## config.mk

```make
export PLATFORM = sky130hd
export DESIGN_NAME = sampled_ones_complement_checksum
export DESIGN_NICKNAME = d
export VERILOG_FILES = /design/src/rtl/socc_pkg.sv /design/src/rtl/socc_cfg.sv /design/src/rtl/socc_core.sv /design/src/rtl/sampled_ones_complement_checksum.sv
export SDC_FILE = /design/constraint.sdc
export NUM_CORES = 1
export LEC_CHECK = 0
export BUFFER_PORTS_ARGS = -buffer_cell sky130_fd_sc_hd__buf_4
export CORE_MARGIN = 1.5
export CORE_UTILIZATION = 50
export DETAILED_ROUTE_END_ITERATION = 10
export GPL_TIMING_DRIVEN = 1
export PLACE_DENSITY = 0.8
export SKIP_CTS_REPAIR_TIMING = 1
export SLEW_MARGIN = 20
export SYNTH_ARGS = -nofsm -noshare
export SYNTH_HDL_FRONTEND = slang
export SYNTH_SLANG_ARGS = --single-unit
```

## constraint.sdc

```tcl
create_clock -name aclk -period 7.9 [get_ports aclk]
set_clock_uncertainty 0.1 [all_clocks]
set_input_delay 0.79 -clock aclk [delete_from_list [all_inputs] [get_ports aclk]]
set_output_delay 0.79 -clock aclk [all_outputs]
set_load 0.03 [all_outputs]
```

## src/rtl/socc_pkg.sv

```systemverilog
// Shared constants, configuration type and fold function for the sampled checksum.
package socc_pkg;

    // Buffers of 2**SAMPLE_LIMIT_LOG2 bytes and more are sampled with a stride.
    localparam int SAMPLE_LIMIT_LOG2 = 21;
    localparam int LEN_W             = 32;
    localparam int STRIDE_W          = LEN_W - SAMPLE_LIMIT_LOG2;
    localparam int STRIDE2_W         = STRIDE_W + 1;
    localparam int SUM_W             = 32;
    localparam int CSUM_W            = 16;
    localparam int BYTE_W            = 8;

    // Values derived from the buffer length when it is written.
    typedef struct packed {
        logic [LEN_W-1:0]     last_pos;     // offset of the final byte
        logic [LEN_W-1:0]     sample_limit; // a word at offset o is summed when o < this
        logic [STRIDE2_W-1:0] stride2;      // distance between sampled words
        logic                 tail_add;     // add the final byte on its own
    } socc_cfg_t;

    // Fold a 32-bit sum to 16 bits with end-around carry and invert it.
    function automatic logic [CSUM_W-1:0] fold_invert(input logic [SUM_W-1:0] s);
        logic [CSUM_W:0] first;
        logic [CSUM_W:0] second;
        first  = {1'b0, s[SUM_W-1:CSUM_W]} + {1'b0, s[CSUM_W-1:0]};
        second = {{CSUM_W{1'b0}}, first[CSUM_W]} + {1'b0, first[CSUM_W-1:0]};
        return ~second[CSUM_W-1:0];
    endfunction

endpackage

```

## src/rtl/socc_cfg.sv

```systemverilog
// Length register with the sampling values derived from it.
module socc_cfg
    import socc_pkg::*;
(
    input  logic             aclk,
    input  logic             aresetn,
    input  logic             cfg_valid,
    input  logic [LEN_W-1:0] cfg_byte_count,
    output logic             cfg_write,
    output socc_cfg_t        cfg
);

    socc_cfg_t            cfg_reg;
    socc_cfg_t            cfg_next;
    logic [LEN_W-1:0]     len_eff;
    logic                 sampled;
    logic [STRIDE2_W-1:0] stride2;

    assign cfg_write = cfg_valid;

    // A zero length acts as one; long buffers sample at every 2*stride bytes.
    always_comb begin
        len_eff = (cfg_byte_count == '0) ? LEN_W'(1) : cfg_byte_count;
        sampled = (len_eff[LEN_W-1:SAMPLE_LIMIT_LOG2] != '0);
        stride2 = sampled ? {len_eff[LEN_W-1:SAMPLE_LIMIT_LOG2], 1'b0} : STRIDE2_W'(2);
        cfg_next.last_pos     = len_eff - LEN_W'(1);
        cfg_next.sample_limit = sampled ? (len_eff - LEN_W'(stride2) - LEN_W'(1))
                                        : (len_eff - LEN_W'(1));
        cfg_next.stride2      = stride2;
        cfg_next.tail_add     = sampled | len_eff[0];
    end

    // Reset gives a one-byte buffer.
    always_ff @(posedge aclk) begin
        if (!aresetn) begin
            cfg_reg.last_pos     <= '0;
            cfg_reg.sample_limit <= '0;
            cfg_reg.stride2      <= STRIDE2_W'(2);
            cfg_reg.tail_add     <= 1'b1;
        end else if (cfg_valid) begin
            cfg_reg <= cfg_next;
        end
    end

    assign cfg = cfg_reg;

endmodule

```

## src/rtl/socc_core.sv

```systemverilog
// Input register, running sum and result register of the checksum.
module socc_core
    import socc_pkg::*;
(
    input  logic              aclk,
    input  logic              aresetn,
    input  logic              cfg_write,
    input  socc_cfg_t         cfg,
    input  logic              s_valid,
    output logic              s_ready,
    input  logic [BYTE_W-1:0] s_data_byte,
    output logic              m_valid,
    input  logic              m_ready,
    output logic [CSUM_W-1:0] m_checksum
);

    logic              in_valid_reg;
    logic [BYTE_W-1:0] in_byte_reg;
    logic [SUM_W-1:0]  sum_reg;
    logic [SUM_W-1:0]  sum_next;
    logic [LEN_W-1:0]  pos_reg;
    logic [LEN_W-1:0]  sample_reg;
    logic [BYTE_W-1:0] held_reg;
    logic              out_valid_reg;
    logic [CSUM_W-1:0] out_csum_reg;
    logic              proc_fire;
    logic              word_add;
    logic              is_last;
    logic [SUM_W-1:0]  word_val;
    logic [SUM_W-1:0]  tail_val;

    // The held item moves on when the result slot is free or being emptied.
    assign proc_fire = in_valid_reg & (~out_valid_reg | m_ready);
    assign s_ready   = ~in_valid_reg | proc_fire;

    // Input register.
    always_ff @(posedge aclk) begin
        if (!aresetn) begin
            in_valid_reg <= 1'b0;
        end else if (s_ready) begin
            in_valid_reg <= s_valid;
        end
    end

    always_ff @(posedge aclk) begin
        if (s_ready && s_valid) begin
            in_byte_reg <= s_data_byte;
        end
    end

    // Word completion, end of buffer and the new sum.
    always_comb begin
        word_add = ({1'b0, pos_reg} == ({1'b0, sample_reg} + (LEN_W+1)'(1)))
                   && (sample_reg < cfg.sample_limit);
        is_last  = (pos_reg >= cfg.last_pos);
        word_val = word_add ? {{(SUM_W-2*BYTE_W){1'b0}}, in_byte_reg, held_reg} : '0;
        tail_val = (is_last && cfg.tail_add) ? SUM_W'(in_byte_reg) : '0;
        sum_next = sum_reg + word_val + tail_val;
    end

    // Buffer state; a length write or the final byte starts a new buffer.
    always_ff @(posedge aclk) begin
        if (!aresetn || cfg_write) begin
            sum_reg    <= '0;
            pos_reg    <= '0;
            sample_reg <= '0;
            held_reg   <= '0;
        end else if (proc_fire) begin
            if (pos_reg == sample_reg) begin
                held_reg <= in_byte_reg;
            end
            if (is_last) begin
                sum_reg    <= '0;
                pos_reg    <= '0;
                sample_reg <= '0;
            end else begin
                sum_reg <= sum_next;
                pos_reg <= pos_reg + LEN_W'(1);
                if (word_add) begin
                    sample_reg <= sample_reg + LEN_W'(cfg.stride2);
                end
            end
        end
    end

    // Result register.
    always_ff @(posedge aclk) begin
        if (!aresetn) begin
            out_valid_reg <= 1'b0;
        end else if (proc_fire && is_last) begin
            out_valid_reg <= 1'b1;
        end else if (m_ready) begin
            out_valid_reg <= 1'b0;
        end
    end

    always_ff @(posedge aclk) begin
        if (proc_fire && is_last) begin
            out_csum_reg <= fold_invert(sum_next);
        end
    end

    assign m_valid    = out_valid_reg;
    assign m_checksum = out_csum_reg;

endmodule

```

## src/rtl/sampled_ones_complement_checksum.sv

```systemverilog
// Top level of the sampled ones'-complement checksum.
//
// A buffer enters on the s_ channel, one byte per item, first byte first.
// Its length is written on the cfg channel; a write also starts a new buffer.
// The user must write only while no item is in flight; the block does not
// enforce this. cfg_ready is always high. Buffers under 2 MiB sum every
// little-endian 16-bit word plus an odd final byte; longer ones sum words at
// a stride of 2*(length >> 21) bytes and then add the final byte. With the
// final byte the m_ channel carries one item: the folded, inverted 16-bit
// sum. The next byte then opens a new buffer of the same length. Each item
// passes an input register and, for the final byte, a result register, which
// takes the checksum when the final byte leaves the input register. One byte
// is accepted every cycle while the result register is free or being emptied.
// When the receiver stalls, the result holds, one more byte waits in the input
// register and s_ready then drops. Reset (aresetn low, synchronous) sets a
// length of one byte and clears the sum and both registers.
module sampled_ones_complement_checksum
    import socc_pkg::*;
(
    input  logic              aclk,
    input  logic              aresetn,
    input  logic              cfg_valid,
    output logic              cfg_ready,
    input  logic [LEN_W-1:0]  cfg_byte_count,
    input  logic              s_valid,
    output logic              s_ready,
    input  logic [BYTE_W-1:0] s_data_byte,
    output logic              m_valid,
    input  logic              m_ready,
    output logic [CSUM_W-1:0] m_checksum
);

    socc_cfg_t cfg;
    logic      cfg_write;

    assign cfg_ready = 1'b1;

    // Length register.
    socc_cfg u_cfg (
        .aclk           (aclk),
        .aresetn        (aresetn),
        .cfg_valid      (cfg_valid),
        .cfg_byte_count (cfg_byte_count),
        .cfg_write      (cfg_write),
        .cfg            (cfg)
    );

    // Checksum datapath.
    socc_core u_core (
        .aclk        (aclk),
        .aresetn     (aresetn),
        .cfg_write   (cfg_write),
        .cfg         (cfg),
        .s_valid     (s_valid),
        .s_ready     (s_ready),
        .s_data_byte (s_data_byte),
        .m_valid     (m_valid),
        .m_ready     (m_ready),
        .m_checksum  (m_checksum)
    );

endmodule

```

# --- Word-level counts from Yosys, hierarchy flattened ---
# Index checks and enable logic that the tools add are counted.
word_totals:
  register_bits: 207
  output_inout_bits: 19
  elab_cells: 56
classes:
  addsub: 10
  order_cmp: 2
  n_eq_ne: 2
  muxes: 11
  n_bitwise: 7
  reduce_logical: 12
op_table:
  columns: ["operator", "count"]
  rows:
  - ["two-way mux 32 bit", 6]
  - ["adder 32 bit", 2]
  - ["subtractor 32 x 1 -> 32 bit (second input constant)", 2]
  - ["adder 32 x 1 -> 33 bit (second input constant)", 1]
  - ["equality test 32 x 33 -> 1 bit", 1]
  - ["adder 32 x 1 -> 32 bit (second input constant)", 1]
  - ["adder 32 x 12 -> 32 bit", 1]
  - ["equality test 32 bit", 1]
  - [">= comparator 32 bit", 1]
  - ["zero test 32 bit", 1]
  - ["less-than comparator 32 bit", 1]
  - ["subtractor 32 x 12 -> 32 bit", 1]
  - ["adder 16 x 16 -> 17 bit", 1]
  - ["adder 1 x 16 -> 16 bit", 1]
  - ["two-way mux 16 bit", 1]
  - ["NOT 16 bit", 1]
  - ["two-way mux 12 bit", 1]
  - ["nonzero test 11 bit", 1]
  - ["two-way mux 8 bit", 1]
  - ["logical AND 1 bit", 4]
  - ["AND reduction 2 bit", 2]
  - ["nonzero test 2 bit", 2]
  - ["bitwise OR 1 bit", 3]
  - ["two-way mux 1 bit", 2]
  - ["other kinds (4)", 5]

# --- Depth between registers and ports, before layout ---
depth:
  ltp_word: 9
  mapped_depth: 39
  depth_no_buf: 36

# --- By module ---
# From an unflattened synthesis, not the netlist that was laid out.
unflattened:
  cells_unflattened: 1853
  hier_area_um2: 14980.6
by_module_without_submodules:
  columns: ["mod", "n_inst", "cells_per_inst", "area_per_inst_um2", "seq_area_each_um2"]
  rows:
  - ["socc_core", 1, 1283, 10515.1, 2842.7]
  - ["socc_cfg", 1, 568, 4454.3, 1501.4]
  - ["sampled_ones_complement_checksum", 1, 2, 11.3, 0.0]

# --- Worst setup path after synthesis ---
# OpenSTA, ideal clock, no wires.
synth_timing:
  kind: "register to register"
  startpoint: "register u_core.pos_reg[0]"
  endpoint: "register u_core.out_csum_reg[12] (netlist: u_core.m_checksum[12]) (data pin)"
  setup_time_ns: 0.259
  arrival_time_ns: 8.099
  required_time_ns: 7.541
  slack_ns: -0.558
  stages_incl_launch_ff: 40
  path_cell_list: "dfxtp_1 -> inv_1 -> ha_1 -> nand2b_1 -> a2111oi_0 -> o21ai_0 -> a211oi_1 -> o21ai_0 -> clkbuf_1 -> and2_0 -> clkbuf_1 -> nand2_1 -> fa_1 -> inv_1 -> ha_1 -> fa_1 -> a211oi_1 -> o21ai_0 -> [4 not listed] -> clkbuf_1 -> nor2_1 -> xor2_1 -> ha_1 -> and3_1 -> nand3_1 -> nand3b_1 -> a311o_1 -> nor2b_1 -> o21ai_0 -> nand2b_1 -> ha_1 -> ha_1 -> nand2_1 -> or4_1 -> nor3_1 -> nand3_1 -> xor2_1"
synth_via:
  elab_chain_cells: 8
  word_cells_on_any_way: 11
synth_rtl:
  columns: ["element", "line", "rtl"]
  rows:
  - ["start: declaration", "socc_core.sv:21", "logic [LEN_W-1:0] pos_reg;"]
  - ["start signal: assignment", "socc_core.sv:78", "pos_reg <= pos_reg + LEN_W'(1);"]
  - ["equality test 32 x 33 -> 1 bit", "socc_core.sv:53", "word_add = ({1'b0, pos_reg} == ({1'b0, sample_reg} + (LEN_W+1)'(1)))"]
  - ["logical AND 1 bit", "socc_core.sv:54", "&& (sample_reg < cfg.sample_limit);"]
  - ["two-way mux 16 bit", "socc_core.sv:56", "word_val = word_add ? {{(SUM_W-2*BYTE_W){1'b0}}, in_byte_reg, held_reg} : '0;"]
  - ["adder 32 bit", "socc_core.sv:58", "sum_next = sum_reg + word_val + tail_val;"]
  - ["adder 32 bit (*)", "socc_core.sv:58", null]
  - ["adder 16 x 16 -> 17 bit (*)", "socc_pkg.sv:25", "first = {1'b0, s[SUM_W-1:CSUM_W]} + {1'b0, s[CSUM_W-1:0]};"]
  - ["adder 1 x 16 -> 16 bit (*)", "socc_pkg.sv:26", "second = {{CSUM_W{1'b0}}, first[CSUM_W]} + {1'b0, first[CSUM_W-1:0]};"]
  - ["NOT 16 bit (*)", "socc_pkg.sv:27", "return ~second[CSUM_W-1:0];"]
  - ["end signal: assignment", "socc_core.sv:99", "out_csum_reg <= fold_invert(sum_next);"]
  - ["end: declaration", "socc_core.sv:25", "logic [CSUM_W-1:0] out_csum_reg;"]
# Every way passes the cells marked *; elsewhere a longest branch is shown, timed or not.
# A chain may end at the register's enable or synchronous reset.

# --- Worst setup path in the final report ---
layout_timing:
  startpoint: "register u_core.sample_reg[4]"
  endpoint: "register u_core.out_csum_reg[14] (netlist: u_core.m_checksum[14]) (data pin)"
layout_via:
  elab_chain_cells: 9
  word_cells_on_any_way: 10
layout_rtl:
  columns: ["element", "line", "rtl"]
  rows:
  - ["start: declaration", "socc_core.sv:22", "logic [LEN_W-1:0] sample_reg;"]
  - ["start signal: assignment", "socc_core.sv:80", "sample_reg <= sample_reg + LEN_W'(cfg.stride2);"]
  - ["adder 32 x 1 -> 33 bit", "socc_core.sv:53", null]
  - ["equality test 32 x 33 -> 1 bit", "socc_core.sv:53", null]
  - ["logical AND 1 bit (*)", "socc_core.sv:54", null]
  - ["two-way mux 16 bit (*)", "socc_core.sv:56", null]
  - ["adder 32 bit (*) (2 in series)", "socc_core.sv:58", null]
  - ["adder 16 x 16 -> 17 bit (*)", "socc_pkg.sv:25", null]
  - ["adder 1 x 16 -> 16 bit (*)", "socc_pkg.sv:26", null]
  - ["NOT 16 bit (*)", "socc_pkg.sv:27", null]
# Marks and branches as above.

==> run_results.csv <==
group,metric,value,unit
final_layout,n_antenna_cell,0,
placed_design,place_area,15700,um2
worst_hold_path,hold_depth,1,
floorplanning,num_io_pins,64,
pwr,p_leak,6.99,nW
floorplanning,start_util,0.513,
global_routing,grt_max_degree,80,
clock_network,clock_latency,0.53,ns
sta,hold_violations,0,
synth,synth_cells,1767,
synth,synth_area_leaders,"dfxtp_1 (25%), ha_1 (11%), xor2_1 (5.6%), edfxtp_1 (5.0%), xnor2_1 (4.7%)",
final_layout,fill_cells,2335,
route,highest_layer,"met4",
floorplanning,die_area,29800,um2
route,ant_nets,0,
pwr,peakVddDrop,0.000125,V
clock_network,cts.sinks,204,
worst_setup_path,worstRegToRegCells,36,
placed_design,gp_congestion,0.951,
route,wl_met2,20100,um
route,wl_met3,3560,um
worst_setup_path,r2r_slack,0.003,ns
sta,setup_viol,0,
final_layout,largest_reg_flops,75,
worst_setup_path,max_stage_delay,0.55,ns
worst_setup_path,path_class,"flop to flop",
worst_hold_path,min_from,"s_data_byte[3]",
route,drt_wl_total,43500,um
synth,synth_top_area_share,0.251,
final_layout,final_cell_mix,"nor2_1 (162), buf_4 (153), dfxtp_1 (152), nand2_1 (145), inv_1 (129)",
sta,final.setup.tns,0,ns
status,status,"finished, final reports clean",
synth,synth-edff-count,24,
route,routedWlPerCell,19.3,um
clock_network,cts_tree,"yes",
run,maxCapViolations,0,
clock_network,cts-root-buf,"clkbuf_16",
clock_network,cts_buffers,24,
worst_setup_path,cp.arrival,8.06,ns
final_layout,mostFrequentLayoutCell,"nor2_1",
sta,rsz0062_at_grt,"true",
sta,fmax,127,MHz
route,drt_iter0_drc,1484,
synth,synth_ff_type,"dfxtp_1",
synth,syn_avg_cell_area,8.13,um2
global_routing,grt_pass1_vias,13000,
route,viasPerCell,6.05,
route,met1_length,17900,um
sta,finalCritPeriodShare,1.00,
floorplanning,fp.dieW,173,um
synth,yosys_warnings,0,
final_layout,drive_gt1_frac,0.178,
clock_network,clk_pin_slew_worst_paths,0.06,ns
sta,tightest_slew,1.08,ns
clock_network,cts_max_level,1,
synth,syn_area,14400,um2
final_layout,stdcell_area,17100,um2
sta,max-slew-margin-rel,0.277,
global_routing,antenna_found_initial,0,
worst_setup_path,cpLargestDelayFamily,"simple AND/OR/NAND/NOR gates",
sta,layout_min_cycle_time,7.90,ns
final_layout,nets,2048,
synth,syn_nets,1953,
floorplanning,die_h,173,um
worst_setup_path,cp_num_buf_inv,3,
worst_setup_path,crit_required,8.06,ns
placed_design,hpwl,31600,um
worst_setup_path,worstReg2RegStart,"u_core.sample_reg[4]$_SDFFE_PP0P_",
worst_setup_path,path_max_fanout,3,
worst_setup_path,critPathSlowestCell,"fa_1",
pwr,power_density,153,nW/um2
synth,yosysSeqAreaShare,0.301,
global_routing,grt_overflow,0,
floorplanning,core,28000,um2
global_routing,grt_pass1_wl,67300,um
final_layout,area_growth,19.2,%
floorplanning,rows,61,
synth,async_flop_share,0,
route,drt_pass1_iterations,8,
synth,synthDistinctLibCells,74,
route,vias,13700,
worst_hold_path,whs_endpoint,"u_core.in_byte_reg[3]$_DFFE_PP_",
synth,yosysTopAreaCell,"dfxtp_1",
sta,slew_violations,0,
clock_network,clock_path_buffers,3,
worst_setup_path,end_kind,"flop",
placed_design,port_buffers,62,
worst_hold_path,hp-class,"input pin to flop",
route,drc,0,
worst_setup_path,r2r_end,"u_core.m_checksum[14]$_DFFE_PP_",
worst_setup_path,start_kind,"flop",
global_routing,grt_usage,0.275,
pwr,power,0.00261,W
synth,synth-seq-cells,204,
-- cell type report --
type                       instances  area [um2]  area share
clock inverter                     9         151     0.00884
clock buffer                      34         699      0.0408
timing repair buffer             158        1200      0.0703
tap                              378         473      0.0276
multi-input combinational       1341        9730       0.568
sequential                       204        4370       0.255
inverter                         133         499      0.0291
-- cells in the mapped netlist, types with 19 or more instances --
cell type and number:
o22ai_1 32, xor2_1 92, a21o_1 25, inv_1 133
and3_1 22, ha_1 129, edfxtp_1 24, nand4_1 35
mux2i_1 30, nand3_1 76, nor3_1 42, a211oi_1 31
dfxtp_1 180, nand2_1 148, a21oi_1 93, clkbuf_1 76
xnor2_1 77, nor2_1 165, o21ai_0 80, o21a_1 19
-- cells by family after synthesis --
logic type / after synthesis / share of synthesized area
mux: 31 / 0.0217
compound gates: 385 / 0.177
flops: 204 / 0.301
fa+ha+maj: 141 / 0.129
xor+xnor: 169 / 0.103
other cells: 1 / 0.000261
buf+inv: 222 / 0.0590
simple gates: 614 / 0.209
-- stage by stage --
step	cells	hold slack [ns]	setup slack, ns	utilization
6_report	2257	0.334	0.00253	0.612
3_3_place_gp	2203	0.340	0.0153	0.560
2_1_floorplan	1767	0.332	0.0307	-
5_1_grt	2257	0.312	-0.265	0.612
3_5_place_dp	2203	0.345	-0.188	0.560
4_1_cts	2246	0.322	-0.234	0.590
-- report_power, final --
part	internal, W	switching (W)
clock network	0.000746	0.000460
registers	0.00108	0.0000196
logic	0.000116	0.000193
-- worst max-delay path by stage --
stage                                      start                               to  slack, ns  cells past startpoint
2_1_floorplan         u_cfg.cfg[19]$_SDFFE_PN0P_  u_core.m_checksum[12]$_DFFE_PP_       0.03                     38
3_3_place_gp          u_cfg.cfg[24]$_SDFFE_PN0P_  u_core.m_checksum[12]$_DFFE_PP_       0.02                     36
3_5_place_dp          u_cfg.cfg[19]$_SDFFE_PN0P_  u_core.m_checksum[12]$_DFFE_PP_      -0.19                     36
4_1_cts               u_cfg.cfg[19]$_SDFFE_PN0P_  u_core.m_checksum[12]$_DFFE_PP_      -0.23                     36
5_1_grt               u_cfg.cfg[20]$_SDFFE_PN0P_  u_core.m_checksum[14]$_DFFE_PP_      -0.26                     37
6_report       u_core.sample_reg[4]$_SDFFE_PP0P_  u_core.m_checksum[14]$_DFFE_PP_      0.003                     36
-- per-layer routing --
layer,GRT usage,vias up
met1,0.360,6383
li1,-,6455
met4,0.117,0
met3,0.0332,136
met2,0.458,686
met5,0,-
Note: power is estimated with default switching activity, not from simulation.
